## src/design/hedc_pkg.sv

```systemverilog
// ----------------------------------------------------------------------------
// hedc_pkg
// Shared types, register codes and the CRC-16/CCITT-FALSE byte step for the
// host envelope deframer.
// ----------------------------------------------------------------------------
package hedc_pkg;

	// Configuration register codes.
	localparam int CFG_IDX_W = 3;
	localparam logic [CFG_IDX_W-1:0] CFG_START_BYTE   = 3'd0;
	localparam logic [CFG_IDX_W-1:0] CFG_ENV_VERSION  = 3'd1;
	localparam logic [CFG_IDX_W-1:0] CFG_FRAME_MARKER = 3'd2;
	localparam logic [CFG_IDX_W-1:0] CFG_FRAME_VER    = 3'd3;
	localparam logic [CFG_IDX_W-1:0] CFG_FRAME_KIND   = 3'd4;

	// Register values after reset.
	localparam logic [7:0] START_BYTE_RST   = 8'hA5;
	localparam logic [7:0] ENV_VERSION_RST  = 8'h01;
	localparam logic [7:0] FRAME_MARKER_RST = 8'hD7;
	localparam logic [7:0] FRAME_VER_RST    = 8'h02;
	localparam logic [7:0] FRAME_KIND_RST   = 8'h01;

	// Envelope layout.
	localparam int ENV_VER_POS  = 1;
	localparam int EMIT_FIRST   = 2;
	localparam int INNER_OFFSET = 4;

	// CRC-16/CCITT-FALSE.
	localparam logic [15:0] CRC_INIT = 16'hFFFF;
	localparam logic [15:0] CRC_POLY = 16'h1021;
	localparam logic [15:0] CRC_MSB  = 16'h8000;

	typedef enum logic [7:0] {
		ST_IDLE    = 8'b0000_0001,
		ST_CHECK   = 8'b0000_0010,
		ST_FLUSH   = 8'b0000_0100,
		ST_DECIDE  = 8'b0000_1000,
		ST_SCAN    = 8'b0001_0000,
		ST_COPY    = 8'b0010_0000,
		ST_EMIT_RD = 8'b0100_0000,
		ST_EMIT_WR = 8'b1000_0000
	} hedc_state_t;

	// One beat of envelope data presented to the frame checker, with its role.
	typedef struct packed {
		logic       clr;
		logic       vld;
		logic [7:0] data;
		logic       env_ver;
		logic       marker;
		logic       fver;
		logic       kind;
		logic       crc_en;
		logic       got_hi;
		logic       got_lo;
	} hedc_chk_t;

	function automatic logic [15:0] crc16_byte(input logic [15:0] crc, input logic [7:0] data);
		logic [15:0] c;
		c = crc ^ {data, 8'h00};
		for (int b = 0; b < 8; b++) begin
			if ((c & CRC_MSB) != 16'h0000) begin
				c = (c << 1) ^ CRC_POLY;
			end else begin
				c = c << 1;
			end
		end
		return c;
	endfunction

endpackage

```

## src/design/hedc_ram.sv

```systemverilog
// ----------------------------------------------------------------------------
// hedc_ram
// Generic single-write, single-read synchronous RAM with registered read data.
// ----------------------------------------------------------------------------
module hedc_ram #(
	parameter int WIDTH = 8,
	parameter int DEPTH = 40
) (
	input  logic                     clk,
	input  logic                     we,
	input  logic [$clog2(DEPTH)-1:0] waddr,
	input  logic [WIDTH-1:0]         wdata,
	input  logic                     re,
	input  logic [$clog2(DEPTH)-1:0] raddr,
	output logic [WIDTH-1:0]         rdata
);

	logic [WIDTH-1:0] mem_q [DEPTH];
	logic [WIDTH-1:0] rdata_q;

	always_ff @(posedge clk) begin
		if (we) begin
			mem_q[waddr] <= wdata;
		end
		if (re) begin
			rdata_q <= mem_q[raddr];
		end
	end

	assign rdata = rdata_q;

endmodule

```

## src/design/hedc_check.sv

```systemverilog
// ----------------------------------------------------------------------------
// hedc_check
// Frame checker: compares the header bytes against the configured values and
// runs the CRC over the inner frame ahead of its two CRC bytes, one byte per beat.
// ----------------------------------------------------------------------------
module hedc_check (
	input  logic                clk,
	input  logic                arst_n,
	input  logic [7:0]          env_version,
	input  logic [7:0]          frame_marker,
	input  logic [7:0]          frame_version,
	input  logic [7:0]          frame_kind,
	input  hedc_pkg::hedc_chk_t beat,
	output logic                pass
);

	import hedc_pkg::*;

	logic        ok_q;
	logic [15:0] crc_q;
	logic [15:0] got_q;
	logic        bad;

	// A header byte that disagrees with its register spoils the envelope.
	assign bad = (beat.env_ver && (beat.data != env_version)) ||
		(beat.marker && (beat.data != frame_marker)) ||
		(beat.fver && (beat.data != frame_version)) ||
		(beat.kind && (beat.data != frame_kind));

	always_ff @(posedge clk or negedge arst_n) begin
		if (!arst_n) begin
			ok_q <= 1'b0;
		end else if (beat.clr) begin
			ok_q <= 1'b1;
		end else if (beat.vld && bad) begin
			ok_q <= 1'b0;
		end
	end

	always_ff @(posedge clk) begin
		if (beat.clr) begin
			crc_q <= CRC_INIT;
		end else if (beat.vld) begin
			if (beat.crc_en) begin
				crc_q <= crc16_byte(crc_q, beat.data);
			end
			if (beat.got_hi) begin
				got_q[15:8] <= beat.data;
			end
			if (beat.got_lo) begin
				got_q[7:0] <= beat.data;
			end
		end
	end

	assign pass = ok_q && (got_q == crc_q);

endmodule

```

## src/design/host_envelope_deframer_crc16_core.sv

```systemverilog
// ----------------------------------------------------------------------------
// host_envelope_deframer_crc16_core
// Host envelope deframer with CRC-16/CCITT-FALSE check of the inner frame.
// ----------------------------------------------------------------------------
// Host bytes are taken one beat per cycle while the block is collecting; with
// an empty buffer every byte other than the start byte is dropped. The
// envelope lives in a single synchronous RAM of ENVELOPE_BYTES entries, and
// every frame-end action walks that RAM through its one registered read
// port. When the byte that fills the buffer arrives, the block stops taking
// input (rx_stall high) and runs the header and CRC check. An accepted
// envelope then emits INNER_FRAME_BYTES + 2 beats, each a RAM read and then
// a load of the output register, which out_stall can hold off. A rejected
// envelope is scanned from its second byte for the next start byte, and the
// bytes from that start byte on are copied down to the head. Input is taken
// again once this is done, even while the last result beat still waits in
// the output register. Configuration writes are expected only while the
// block is idle.
// ----------------------------------------------------------------------------
module host_envelope_deframer_crc16_core #(
	parameter int ENVELOPE_BYTES    = 40,
	parameter int INNER_FRAME_BYTES = 36
) (
	input  logic                           clk,
	input  logic                           arst_n,
	// Configuration write port.
	input  logic                           cfg_we,
	input  logic [hedc_pkg::CFG_IDX_W-1:0] cfg_idx,
	input  logic [7:0]                     cfg_data,
	// Host byte channel.
	input  logic                           rx_valid,
	output logic                           rx_stall,
	input  logic [7:0]                     rx_byte,
	// Radio frame channel.
	output logic                           out_valid,
	input  logic                           out_stall,
	output logic [7:0]                     out_byte,
	output logic                           out_last
);

	import hedc_pkg::*;

	localparam int AW  = $clog2(ENVELOPE_BYTES);
	localparam int FCW = $clog2(ENVELOPE_BYTES + 1);
	localparam int XW  = $clog2(ENVELOPE_BYTES + INNER_FRAME_BYTES + INNER_OFFSET);

	localparam logic [FCW-1:0] FILL_LAST   = FCW'(ENVELOPE_BYTES - 1);
	localparam logic [XW-1:0]  ENV_X       = XW'(ENVELOPE_BYTES);
	localparam logic [XW-1:0]  ENV_LAST_X  = XW'(ENVELOPE_BYTES - 1);
	localparam logic [XW-1:0]  INN_X       = XW'(INNER_FRAME_BYTES);
	localparam logic [XW-1:0]  INN_M1_X    = XW'(INNER_FRAME_BYTES - 1);
	localparam logic [XW-1:0]  EMIT_LAST_X = XW'(INNER_FRAME_BYTES + 1);
	localparam logic [XW-1:0]  ONE_X       = XW'(1);

	// Configuration registers.
	logic [7:0] start_q;
	logic [7:0] env_ver_q;
	logic [7:0] marker_q;
	logic [7:0] fver_q;
	logic [7:0] kind_q;

	// Sequencer state. cnt_q is the walk index of whichever pass is running;
	// the _s1 registers describe the read whose data the RAM shows now.
	hedc_state_t    state_q;
	logic [FCW-1:0] fill_q;
	logic [XW-1:0]  cnt_q;
	logic [XW-1:0]  hit_q;
	logic [XW-1:0]  idx_s1;
	logic           chk_vld_s1;
	logic           scan_vld_s1;
	logic           copy_vld_s1;
	logic           zero_s1;

	logic           out_valid_q;
	logic [7:0]     out_byte_q;
	logic           out_last_q;

	// RAM ports.
	logic           ram_we;
	logic [AW-1:0]  ram_waddr;
	logic [7:0]     ram_wdata;
	logic           ram_re;
	logic [XW-1:0]  rd_x;
	logic [7:0]     ram_rdata;

	logic           in_acc;
	logic           keep;
	logic           out_free;
	logic           out_load;
	logic [XW-1:0]  rest_x;
	logic           pass;
	hedc_chk_t      chk;

	assign in_acc   = rx_valid && (state_q == ST_IDLE);
	assign keep     = (fill_q != '0) || (rx_byte == start_q);
	assign rx_stall = (state_q != ST_IDLE);
	assign out_free = !out_valid_q || !out_stall;
	assign out_load = (state_q == ST_EMIT_WR) && out_free;
	// Number of bytes that survive a resync from the hit position on.
	assign rest_x   = ENV_X - hit_q;

	// RAM address and enable selection. Entries past the envelope end are
	// never read; zero_s1 makes them read as zero instead.
	always_comb begin
		ram_we    = 1'b0;
		ram_waddr = '0;
		ram_wdata = '0;
		ram_re    = 1'b0;
		rd_x      = '0;
		case (state_q)
			ST_IDLE: begin
				if (in_acc && keep) begin
					ram_we    = 1'b1;
					ram_waddr = fill_q[AW-1:0];
					ram_wdata = rx_byte;
				end
			end
			ST_CHECK: begin
				// Index zero fetches the envelope version byte; index j
				// afterwards fetches inner frame byte j - 1.
				if (cnt_q == '0) begin
					rd_x = XW'(ENV_VER_POS);
				end else begin
					rd_x = cnt_q + XW'(INNER_OFFSET - 1);
				end
				ram_re = (rd_x < ENV_X);
			end
			ST_SCAN: begin
				rd_x   = cnt_q;
				ram_re = (cnt_q < ENV_X);
			end
			ST_COPY: begin
				// Reads run one entry ahead of the write-back, always at a
				// higher address, so no entry is overwritten before it is read.
				rd_x      = hit_q + cnt_q;
				ram_re    = (cnt_q < rest_x);
				ram_we    = copy_vld_s1;
				ram_waddr = idx_s1[AW-1:0];
				ram_wdata = ram_rdata;
			end
			ST_EMIT_RD: begin
				rd_x   = cnt_q + XW'(EMIT_FIRST);
				ram_re = (rd_x < ENV_X);
			end
			default: begin
			end
		endcase
	end

	hedc_ram #(
		.WIDTH(8),
		.DEPTH(ENVELOPE_BYTES)
	) u_store (
		.clk  (clk),
		.we   (ram_we),
		.waddr(ram_waddr),
		.wdata(ram_wdata),
		.re   (ram_re),
		.raddr(rd_x[AW-1:0]),
		.rdata(ram_rdata)
	);

	// Check beats: role of each byte follows from its walk index.
	always_comb begin
		chk.clr     = in_acc && keep && (fill_q == FILL_LAST);
		chk.vld     = chk_vld_s1;
		chk.data    = zero_s1 ? 8'h00 : ram_rdata;
		chk.env_ver = (idx_s1 == '0);
		chk.marker  = (idx_s1 == XW'(1));
		chk.fver    = (idx_s1 == XW'(2));
		chk.kind    = (idx_s1 == XW'(3));
		chk.crc_en  = (idx_s1 != '0) && (idx_s1 < INN_M1_X);
		chk.got_hi  = (idx_s1 == INN_M1_X);
		chk.got_lo  = (idx_s1 == INN_X);
	end

	hedc_check u_check (
		.clk          (clk),
		.arst_n       (arst_n),
		.env_version  (env_ver_q),
		.frame_marker (marker_q),
		.frame_version(fver_q),
		.frame_kind   (kind_q),
		.beat         (chk),
		.pass         (pass)
	);

	always_ff @(posedge clk or negedge arst_n) begin
		if (!arst_n) begin
			start_q     <= START_BYTE_RST;
			env_ver_q   <= ENV_VERSION_RST;
			marker_q    <= FRAME_MARKER_RST;
			fver_q      <= FRAME_VER_RST;
			kind_q      <= FRAME_KIND_RST;
			state_q     <= ST_IDLE;
			fill_q      <= '0;
			cnt_q       <= '0;
			hit_q       <= '0;
			idx_s1      <= '0;
			chk_vld_s1  <= 1'b0;
			scan_vld_s1 <= 1'b0;
			copy_vld_s1 <= 1'b0;
			zero_s1     <= 1'b0;
			out_valid_q <= 1'b0;
		end else begin
			if (cfg_we) begin
				case (cfg_idx)
					CFG_START_BYTE:   start_q   <= cfg_data;
					CFG_ENV_VERSION:  env_ver_q <= cfg_data;
					CFG_FRAME_MARKER: marker_q  <= cfg_data;
					CFG_FRAME_VER:    fver_q    <= cfg_data;
					CFG_FRAME_KIND:   kind_q    <= cfg_data;
					default: begin
					end
				endcase
			end

			chk_vld_s1  <= 1'b0;
			scan_vld_s1 <= 1'b0;
			copy_vld_s1 <= 1'b0;

			if (out_load) begin
				out_valid_q <= 1'b1;
			end else if (!out_stall) begin
				out_valid_q <= 1'b0;
			end

			case (state_q)
				ST_IDLE: begin
					if (in_acc && keep) begin
						fill_q <= fill_q + FCW'(1);
						if (fill_q == FILL_LAST) begin
							cnt_q   <= '0;
							state_q <= ST_CHECK;
						end
					end
				end
				ST_CHECK: begin
					chk_vld_s1 <= 1'b1;
					idx_s1     <= cnt_q;
					zero_s1    <= !ram_re;
					cnt_q      <= cnt_q + ONE_X;
					if (cnt_q == INN_X) begin
						state_q <= ST_FLUSH;
					end
				end
				ST_FLUSH: begin
					// The last check beat is absorbed at the end of this cycle.
					state_q <= ST_DECIDE;
				end
				ST_DECIDE: begin
					if (pass) begin
						cnt_q   <= '0;
						state_q <= ST_EMIT_RD;
					end else begin
						cnt_q   <= ONE_X;
						state_q <= ST_SCAN;
					end
				end
				ST_SCAN: begin
					if (scan_vld_s1 && (ram_rdata == start_q)) begin
						hit_q   <= idx_s1;
						cnt_q   <= '0;
						state_q <= ST_COPY;
					end else if (scan_vld_s1 && (idx_s1 == ENV_LAST_X)) begin
						fill_q  <= '0;
						state_q <= ST_IDLE;
					end else if (ram_re) begin
						scan_vld_s1 <= 1'b1;
						idx_s1      <= cnt_q;
						cnt_q       <= cnt_q + ONE_X;
					end
				end
				ST_COPY: begin
					if (ram_re) begin
						copy_vld_s1 <= 1'b1;
						idx_s1      <= cnt_q;
						cnt_q       <= cnt_q + ONE_X;
					end
					if (copy_vld_s1 && (idx_s1 == (rest_x - ONE_X))) begin
						fill_q  <= rest_x[FCW-1:0];
						state_q <= ST_IDLE;
					end
				end
				ST_EMIT_RD: begin
					zero_s1 <= !ram_re;
					state_q <= ST_EMIT_WR;
				end
				ST_EMIT_WR: begin
					if (out_free) begin
						if (cnt_q == EMIT_LAST_X) begin
							fill_q  <= '0;
							state_q <= ST_IDLE;
						end else begin
							cnt_q   <= cnt_q + ONE_X;
							state_q <= ST_EMIT_RD;
						end
					end
				end
				default: begin
					state_q <= ST_IDLE;
				end
			endcase
		end
	end

	// Output payload register; it only loads when the slot is free.
	always_ff @(posedge clk) begin
		if (out_load) begin
			out_byte_q <= zero_s1 ? 8'h00 : ram_rdata;
			out_last_q <= (cnt_q == EMIT_LAST_X);
		end
	end

	assign out_valid = out_valid_q;
	assign out_byte  = out_byte_q;
	assign out_last  = out_last_q;

`ifndef SYNTHESIS
	// The buffer is never full while bytes are being collected.
	a_fill_below_full: assert property (@(posedge clk) disable iff (!arst_n)
		(state_q == ST_IDLE) |-> (fill_q < FCW'(ENVELOPE_BYTES)))
		else $error("fill count reached the envelope size while collecting");

	// A write and a read of the RAM in one cycle never hit the same entry.
	a_no_same_entry: assert property (@(posedge clk) disable iff (!arst_n)
		(ram_we && ram_re) |-> (ram_waddr != rd_x[AW-1:0]))
		else $error("RAM read and write collide on one entry");

	// Check beats only come from the check walk.
	a_check_beats: assert property (@(posedge clk) disable iff (!arst_n)
		chk_vld_s1 |-> ((state_q == ST_CHECK) || (state_q == ST_FLUSH)))
		else $error("check beat outside the check walk");

	// A result beat that is stalled stays in the output slot.
	a_emit_only_free: assert property (@(posedge clk) disable iff (!arst_n)
		(out_valid_q && out_stall) |=> out_valid_q)
		else $error("output beat dropped while stalled");
`endif

endmodule

```

## config.mk

```make
export PLATFORM = sky130hd
export DESIGN_NAME = host_envelope_deframer_crc16_core
export DESIGN_NICKNAME = d
export VERILOG_FILES = /design/src/design/hedc_pkg.sv /design/src/design/hedc_ram.sv /design/src/design/hedc_check.sv /design/src/design/host_envelope_deframer_crc16_core.sv
export SDC_FILE = /design/constraint.sdc
export NUM_CORES = 1
export LEC_CHECK = 0
export BUFFER_PORTS_ARGS = -buffer_cell sky130_fd_sc_hd__buf_2
export CORE_MARGIN = 3
export CORE_UTILIZATION = 55
export CTS_BUF_LIST = sky130_fd_sc_hd__clkbuf_2
export CTS_CLUSTER_DIAMETER = 80
export CTS_CLUSTER_SIZE = 30
export DETAILED_ROUTE_END_ITERATION = 6
export PLACE_DENSITY = 0.7
export SLEW_MARGIN = 20
export SYNTH_ARGS = -nofsm -noshare
export SYNTH_HDL_FRONTEND = slang
export SYNTH_SLANG_ARGS = --single-unit
export TNS_END_PERCENT = 5
```

## constraint.sdc

```tcl
create_clock -name clk -period 4.2 [get_ports clk]
set_clock_uncertainty 0.1 [all_clocks]
set_input_delay 0.42 -clock clk [delete_from_list [all_inputs] [get_ports clk]]
set_output_delay 0.42 -clock clk [all_outputs]
set_load 0.02 [all_outputs]
```

==> impl_metrics.yaml, run 1 <==
clock_tree:
  worst_setup_hold_path_clk_slew_ps: 400
  cts_num_sinks: 450
  ctsHtreeMaxLevel: 1
  tritoncts: "built"
  clock-root-buffer: "sky130_fd_sc_hd__clkbuf_2"
  clk-insertion-delay-late_ps: 1220
  max-clock-path-buffers: 3
  num_cts_buffers: 25
power:
  vdd_ir_drop_max_v: 0.000362
  comb_power_share_pct: 26.8
  p_int_w: 0.00667
  power.share.sequential_pct: 54.7
  power.switching_fraction_pct: 34.8
  power-per-cell-area_nw_per_um2: 444
  clockPowerShare_pct: 18.5
  power.static_leakage_nw: 8.26
  switchingPower_w: 0.00356
timing:
  worst_pin_slew_ps: 1020
  finalSetupViolCount: 0
  period_needed_ps: 4070
  hold_viol: 0
  fin_tns_setup_ps: 0
  slew_violations: 0
  postLayoutSetupSlackWorst_ps: 129
  max_freq_mhz: 246
  final_clock_period_utilization_by_the_worst_path_pct: 96.9
  slew-limit-headroom_pct: 32.2
  rsz0062_at_grt: "no"
synth:
  synth_async_sr_flop_share_pct: 18.0
  synth_edf_count: 353
  post_synth.cell_area_avg_sq_um: 12.4
  post_synth_instance_area_sq_um: 21000
  mappedNetlistNets: 1731
  synthDistinctLibCells: 99
  synth_largest_type_area_fraction_pct: 50.6
  seq_area_frac_synth_pct: 61.8
  synth_top_cell_by_area: "sky130_fd_sc_hd__edfxtp_1"
  synth_seq_cells: 450
  ys.flop_type: "sky130_fd_sc_hd__edfxtp_1"
  synth.yosys.warnings: 0
  synth.top_cells.by_area: "sky130_fd_sc_hd__edfxtp_1 51%, sky130_fd_sc_hd__dfrtp_1 8.0%, sky130_fd_sc_hd__nand2_1 3.2%"
  syn_inst: 1686
worst_hold_path:
  hold_path.class: "primary input to flip-flop"
  holdCritStartpoint: "rx_valid"
  hold_path_depth: 4
  hold-path-endpoint: "state_q[0]"
drt:
  detail_route.drc_violations: 1
  vias_per_inst: 6.44
  drtIter0Drc: 1529
  detailedRoute.firstPassIterationCount: 7
  postRouteWirelength_mm: 57.8
  drt.antenna.violating_nets: 0
  routed-via-count: 14900
  route.detailed.wl_per_inst_microns: 25.0
worst_setup_path:
  worst-endpoint-required_ps: 5100
  path_max_fanout: 14
  worstPathArrival_ps: 4970
  worst-setup-path-type: "flip-flop to flip-flop"
  worst_r2r_path_depth: 11
  reg2reg_setup_slack_ps: 130
  nature_of_the_critical_path_startpoint: "flip-flop"
  rr_startpoint: "cnt_q[1]"
  crit-reg2reg-capture: "u_store.rdata[0]"
  endpoint_kind: "flip-flop"
global_routing:
  grt_use_met2_pct: 45.6
  met1_usage_pct: 38.2
  initial_antenna_violation_count: 2
  grt_max_degree: 51
  gr-total-overflow: 0
  top_usage_layer: "met2"
  grt_use_met3_pct: 4.00
  grt.total_usage_pct: 27.9
  first_global_vias: 14500
  first_pass_grt_wire_length_mm: 88.3
floorplanning:
  die_area_sq_um: 40500
  floorplan.initialDensity_pct: 56.6
  fp.dieH_microns: 201
  floorplan.io_pins: 35
  floorplan.die.width_microns: 201
  row_count: 70
  placeableCoreArea_sq_um: 37000
placed_design:
  port_buffers: 34
  dp_worst_setup_slack_ps: -12.4
  detailed_place_hpwl_mm: 39.9
  numPlacedInstances: 2228
  place.gp.congestion: 0.945
run:
  maxCapViolations: 0
status:
  run_status: "finished, violations left"
  violations: "DRC"
layout:
  final_cell_mix: "353 x sky130_fd_sc_hd__edfxtp_1, 177 x sky130_fd_sc_hd__nand2_1, 102 x sky130_fd_sc_hd__buf_4, 88 x sky130_fd_sc_hd__nor2_1, 69 x sky130_fd_sc_hd__nand3_1"
  final_common_cell: "sky130_fd_sc_hd__edfxtp_1"
  area_growth_syn_to_layout_pct: 9.88
  layout.cells.non_filler: 2314
  design.final.nets: 1835
  fillerInstances: 2947
  layout-drive-gt1-share_pct: 16.2
metrics by stage:
stage | area [sq um] | hold slack [ps] | util [%] | power (W)
after floorplan | 21000 | 24.4 | - | 0.00743
after global placement | 22200 | 375 | 60.0 | 0.00827
after detailed placement | 22200 | 379 | 60.0 | 0.00832
after CTS | 23000 | 82.0 | 62.1 | 0.0102
after global routing | 23000 | 110 | 62.2 | 0.0107
final | 23000 | 162 | 62.2 | 0.0102
cell usage after synthesis (23+ instances only):
cell,instances
sky130_fd_sc_hd__buf_2,30
sky130_fd_sc_hd__o211ai_1,33
sky130_fd_sc_hd__a21oi_1,40
sky130_fd_sc_hd__mux2i_1,35
sky130_fd_sc_hd__nand3_1,69
sky130_fd_sc_hd__xor2_1,35
sky130_fd_sc_hd__nand2_1,179
sky130_fd_sc_hd__a211oi_1,67
sky130_fd_sc_hd__xnor2_1,67
sky130_fd_sc_hd__dfrtp_1,67
sky130_fd_sc_hd__nor3_1,24
sky130_fd_sc_hd__o21ai_0,43
sky130_fd_sc_hd__mux2_2,46
sky130_fd_sc_hd__a31oi_1,29
sky130_fd_sc_hd__clkbuf_1,63
sky130_fd_sc_hd__edfxtp_1,353
sky130_fd_sc_hd__and3_1,60
sky130_fd_sc_hd__inv_1,23
sky130_fd_sc_hd__nor2_1,90
power groups by stage:
| stage | sequential [W] | clock, W | combinational [W] |
|---|---|---|---|
| final | 0.00559 | 0.00189 | 0.00274 |
| after global routing | 0.00563 | 0.00208 | 0.00295 |
| after CTS | 0.00558 | 0.00193 | 0.00270 |
| after detailed placement | 0.00567 | 0 | 0.00265 |
| after global placement | 0.00566 | 0 | 0.00261 |
| after floorplan | 0.00556 | 0 | 0.00186 |
what timing repair did:
item | in CTS | in global routing
hold endpoints to repair | 475 | 0
setup buffers | 0 | 0
pin swaps | 0 | 1
resized for setup | 1 | 4
hold buffers | 38 | 0
endpoints found under the setup margin | 1 | 11
cloned | 0 | 1
worst max-delay path, stage by stage, from the launching register on:
cell and delay (ps):
sky130_fd_sc_hd__dfrtp_1 640, sky130_fd_sc_hd__inv_1 220, sky130_fd_sc_hd__ha_1 280, sky130_fd_sc_hd__a31oi_1 280
sky130_fd_sc_hd__o22ai_1 220, sky130_fd_sc_hd__buf_4 210, sky130_fd_sc_hd__nor2_4 560, sky130_fd_sc_hd__buf_4 330
sky130_fd_sc_hd__nand2_1 70, sky130_fd_sc_hd__a311oi_1 650, sky130_fd_sc_hd__o31a_1 210, sky130_fd_sc_hd__o2111a_1 190
cell type report:
type | count | area (sq um) | area share (%)
diodes | 2 | 5.00 | 0.0217
clock buffers | 25 | 125 | 0.543
clock inverters | 20 | 263 | 1.14
inverters | 24 | 91.3 | 0.396
multi-input cells | 1110 | 7510 | 32.6
flip-flops and latches | 450 | 13000 | 56.3
well taps | 504 | 631 | 2.74
repair buffers | 179 | 1450 | 6.29
layer usage:
metal,wire (microns),part of all wire [%]
met1,23500,41
met2,27500,48
met3,4340,7.5
met4,2540,4.4
met5,0,0
flip-flops by register name, indices dropped and copies added (netlist names), 6 cells and up:
name / cells
u_store.mem_q: 320
u_check.crc_q: 16
u_check.got_q: 16
env_ver_q: 8
fver_q: 8
kind_q: 8
marker_q: 8
out_byte: 8
start_q: 8
state_q: 8
u_store.rdata: 8
cnt_q: 7
hit_q: 7
idx_s1: 7
fill_q: 6
how the worst max path moves through the flow:
stage                          start                    to  cells past startpoint
after detailed placement    hit_q[0]      u_store.rdata[6]                     12
after floorplan           state_q[3]  u_store.mem_q[37][0]                      9
final                       cnt_q[1]      u_store.rdata[0]                     11
after CTS                   hit_q[0]      u_store.rdata[0]                     12
after global routing        hit_q[0]      u_store.rdata[0]                     13
after global placement      hit_q[0]      u_store.rdata[6]                     12
kinds of logic after synthesis:
kind of cell             synth area share, %
AND/OR/NAND/NOR                         12.9
XOR/XNOR                                4.37
AO/OA/AOI/OAI                           12.8
buffers and inverters                   2.64
flip-flops                              61.8
adder cells (fa/ha/maj)                 1.34
multiplexers                            4.14
Power figures use the tool's default switching activity.
==> run 2, diff against run 1 <==
--- a/config.mk
+++ b/config.mk
@@ -8,7 +8,7 @@
 export BUFFER_PORTS_ARGS = -buffer_cell sky130_fd_sc_hd__buf_2
 export CORE_MARGIN = 3
 export CORE_UTILIZATION = 55
-export CTS_BUF_LIST = sky130_fd_sc_hd__clkbuf_2
+export CTS_BUF_LIST = sky130_fd_sc_hd__clkbuf_4 sky130_fd_sc_hd__clkbuf_8
 export CTS_CLUSTER_DIAMETER = 80
 export CTS_CLUSTER_SIZE = 30
 export DETAILED_ROUTE_END_ITERATION = 6
==> run 2 against run 1 <==
Highest routed layer unchanged; the run now ends clean; sequential share of layout area is 0.18 points higher; register-to-register slack better by 70 ps; global-route usage is 0.37 points lower; combinational power is 1% lower; critical endpoint unchanged; hold slack worse by 49 ps; routed wire length is 1.7% lower.
==> impl_metrics.yaml, run 2 (synthesized netlist as in run 1, its figures left out) <==
clock_tree:
  worst_setup_hold_path_clk_slew_ps: 140
  clock-root-buffer: "sky130_fd_sc_hd__clkbuf_8"
  tritoncts: "built"
  num_cts_buffers: 25
  cts_num_sinks: 450
  max-clock-path-buffers: 3
  clk-insertion-delay-late_ps: 700
  ctsHtreeMaxLevel: 1
worst_setup_path:
  path_common_cell: "sky130_fd_sc_hd__buf_4"
  nature_of_the_critical_path_startpoint: "flip-flop"
  path_max_fanout: 14
  critical-path-slowest-cell: "sky130_fd_sc_hd__a311oi_1"
  worstPathArrival_ps: 4420
  critical_path.cell_chain: "inv_1, ha_1, a31oi_1, o22ai_1, buf_4, nor2_4, buf_4, nand2_1, a311oi_1, o31a_1, o2111a_1"
  worst-setup-path-type: "flip-flop to flip-flop"
  worst-endpoint-required_ps: 4620
  critPathMaxStageDelay_ps: 620
  endpoint_kind: "flip-flop"
timing:
  fin_tns_setup_ps: 0
  period_needed_ps: 4000
  final_clock_period_utilization_by_the_worst_path_pct: 95.2
  worst_pin_slew_ps: 1040
  slew-limit-headroom_pct: 30.5
  max_freq_mhz: 250
  slew_violations: 0
  finalSetupViolCount: 0
  rsz0062_at_grt: "no"
  hold_viol: 0
  fin_worst_hold_slack_ps: 113
floorplanning:
  floorplan.io_pins: 35
  floorplan.initialDensity_pct: 56.6
  row_count: 70
  fp.dieH_microns: 201
  die_area_sq_um: 40500
  placeableCoreArea_sq_um: 37000
  floorplan.die.width_microns: 201
global_routing:
  grt_max_degree: 52
  first_global_vias: 14300
  initial_antenna_violation_count: 0
  grt.total_usage_pct: 27.5
  gr-total-overflow: 0
  first_pass_grt_wire_length_mm: 86.9
placed_design:
  detailed_place_hpwl_mm: 39.9
  place.gp.congestion: 0.945
  port_buffers: 34
  dpl-instance-area_sq_um: 22200
  numPlacedInstances: 2228
layout:
  multi_input_area_sq_um: 7520
  largest_reg_flops: 320
  register_area_sq_um: 13000
  fillerInstances: 2960
  top_register: "u_store.mem_q"
  num_antenna_cells: 0
  final_common_cell: "sky130_fd_sc_hd__edfxtp_1"
  layout.cell_area.non_filler_sq_um: 23000
  design.final.nets: 1807
  layout-drive-gt1-share_pct: 16.5
  largest_registers: "u_store.mem_q x320, u_check.crc_q x16, u_check.got_q x16"
  final_cell_mix: "353 x sky130_fd_sc_hd__edfxtp_1, 177 x sky130_fd_sc_hd__nand2_1, 102 x sky130_fd_sc_hd__buf_4, 88 x sky130_fd_sc_hd__nor2_1, 69 x sky130_fd_sc_hd__nand3_1"
  layout.cells.non_filler: 2284
  area_growth_syn_to_layout_pct: 9.53
drt:
  detailedRoute.firstPassIterationCount: 5
  drtIter0Drc: 1530
  detail_route.drc_violations: 0
  routed-via-count: 14700
  route.detailed.wl_per_inst_microns: 24.9
  postRouteWirelength_mm: 56.9
  vias_per_inst: 6.43
  drt.antenna.violating_nets: 0
power:
  power.static_leakage_nw: 8.21
  vdd_ir_drop_max_v: 0.000325
  power-per-cell-area_nw_per_um2: 460
run:
  maxCapViolations: 0
worst_hold_path:
  hold_path.class: "primary input to flip-flop"
status:
  run_status: "finished clean"
run 2: cell types whose count changed in the layout (fill, tap and decap cells not counted):
cell,delta
sky130_fd_sc_hd__clkbuf_8,+25
sky130_fd_sc_hd__diode_2,-2
sky130_fd_sc_hd__dlygate4sd3_1,-27
sky130_fd_sc_hd__a2111oi_0,-1
sky130_fd_sc_hd__a2111oi_1,+1
sky130_fd_sc_hd__clkbuf_2,-25
sky130_fd_sc_hd__buf_16,-1
sky130_fd_sc_hd__nor3_1,-1
sky130_fd_sc_hd__nor3_2,+1
sky130_fd_sc_hd__clkinvlp_4,-1
sky130_fd_sc_hd__inv_8,+1
run 2: worst paths after layout:
| kind | start | depth (start not counted) | slack (ps) | endpoint |
|---|---|---|---|---|
| max in group asynchronous | arst_n | 3 | 2870 | state_q[0] |
| max reg2reg | cnt_q[1] | 11 | 200 | u_store.rdata[0] |
| min in group asynchronous | arst_n | 2 | 190 | hit_q[3] |
| min | rx_valid | 3 | 110 | state_q[0] |
| min reg2reg | u_check.ok_q | 2 | 420 | u_check.ok_q |
| max | cnt_q[1] | 11 | 200 | u_store.rdata[0] |
run 2: metrics by stage:
stage / utilization (%) / power, W / setup slack, ps
after detailed placement: 60.0 / 0.00832 / -12.4
after CTS: 61.9 / 0.0106 / 117
after global routing: 62.0 / 0.0110 / 28.9
after floorplan: - / 0.00743 / 691
after global placement: 60.0 / 0.00827 / 101
final: 62.0 / 0.0106 / 200
run 2: cell type report:
type,instances,area share [%]
clock inverters,20,1.16
flip-flops and latches,450,56.5
repair buffers,151,5.01
well taps,504,2.75
inverters,24,0.398
multi-input cells,1110,32.7
clock buffers,25,1.50
run 2: timing repair:
| action | 4_1_cts | 5_1_grt |
|---|---|---|
| resized for setup | 1 | 5 |
| pin swaps | 0 | 1 |
| setup endpoints to repair | 8 | 11 |
| setup buffers | 0 | 0 |
| hold buffers | 10 | 0 |
| hold endpoints to repair | 78 | 0 |
| cloned | 0 | 1 |
run 2: worst max-delay path: cells and delay by family (launching register included):
family          cells  cell delay (ps)
simple gates        2              620
compound gates      5             1520
fa+ha+maj           1              280
flops               1              570
buf+inv             3              750
run 2: metal layers:
layer,up-vias,wire length (microns),track usage [%]
met5,-,0,0
met4,0,2670,11.5
li1,6588,-,-
met3,134,4060,3.87
met2,639,27000,44.6
met1,7317,23100,37.8
run 2: where the power goes:
part	leakage [nW]	total (W)	switching, W	internal (W)
logic	3.52	0.00270	0.00169	0.00101
registers	4.39	0.00558	0.000291	0.00529
clock network	0.304	0.00228	0.00159	0.000695
total	8.21	0.0106	0.00357	0.00700
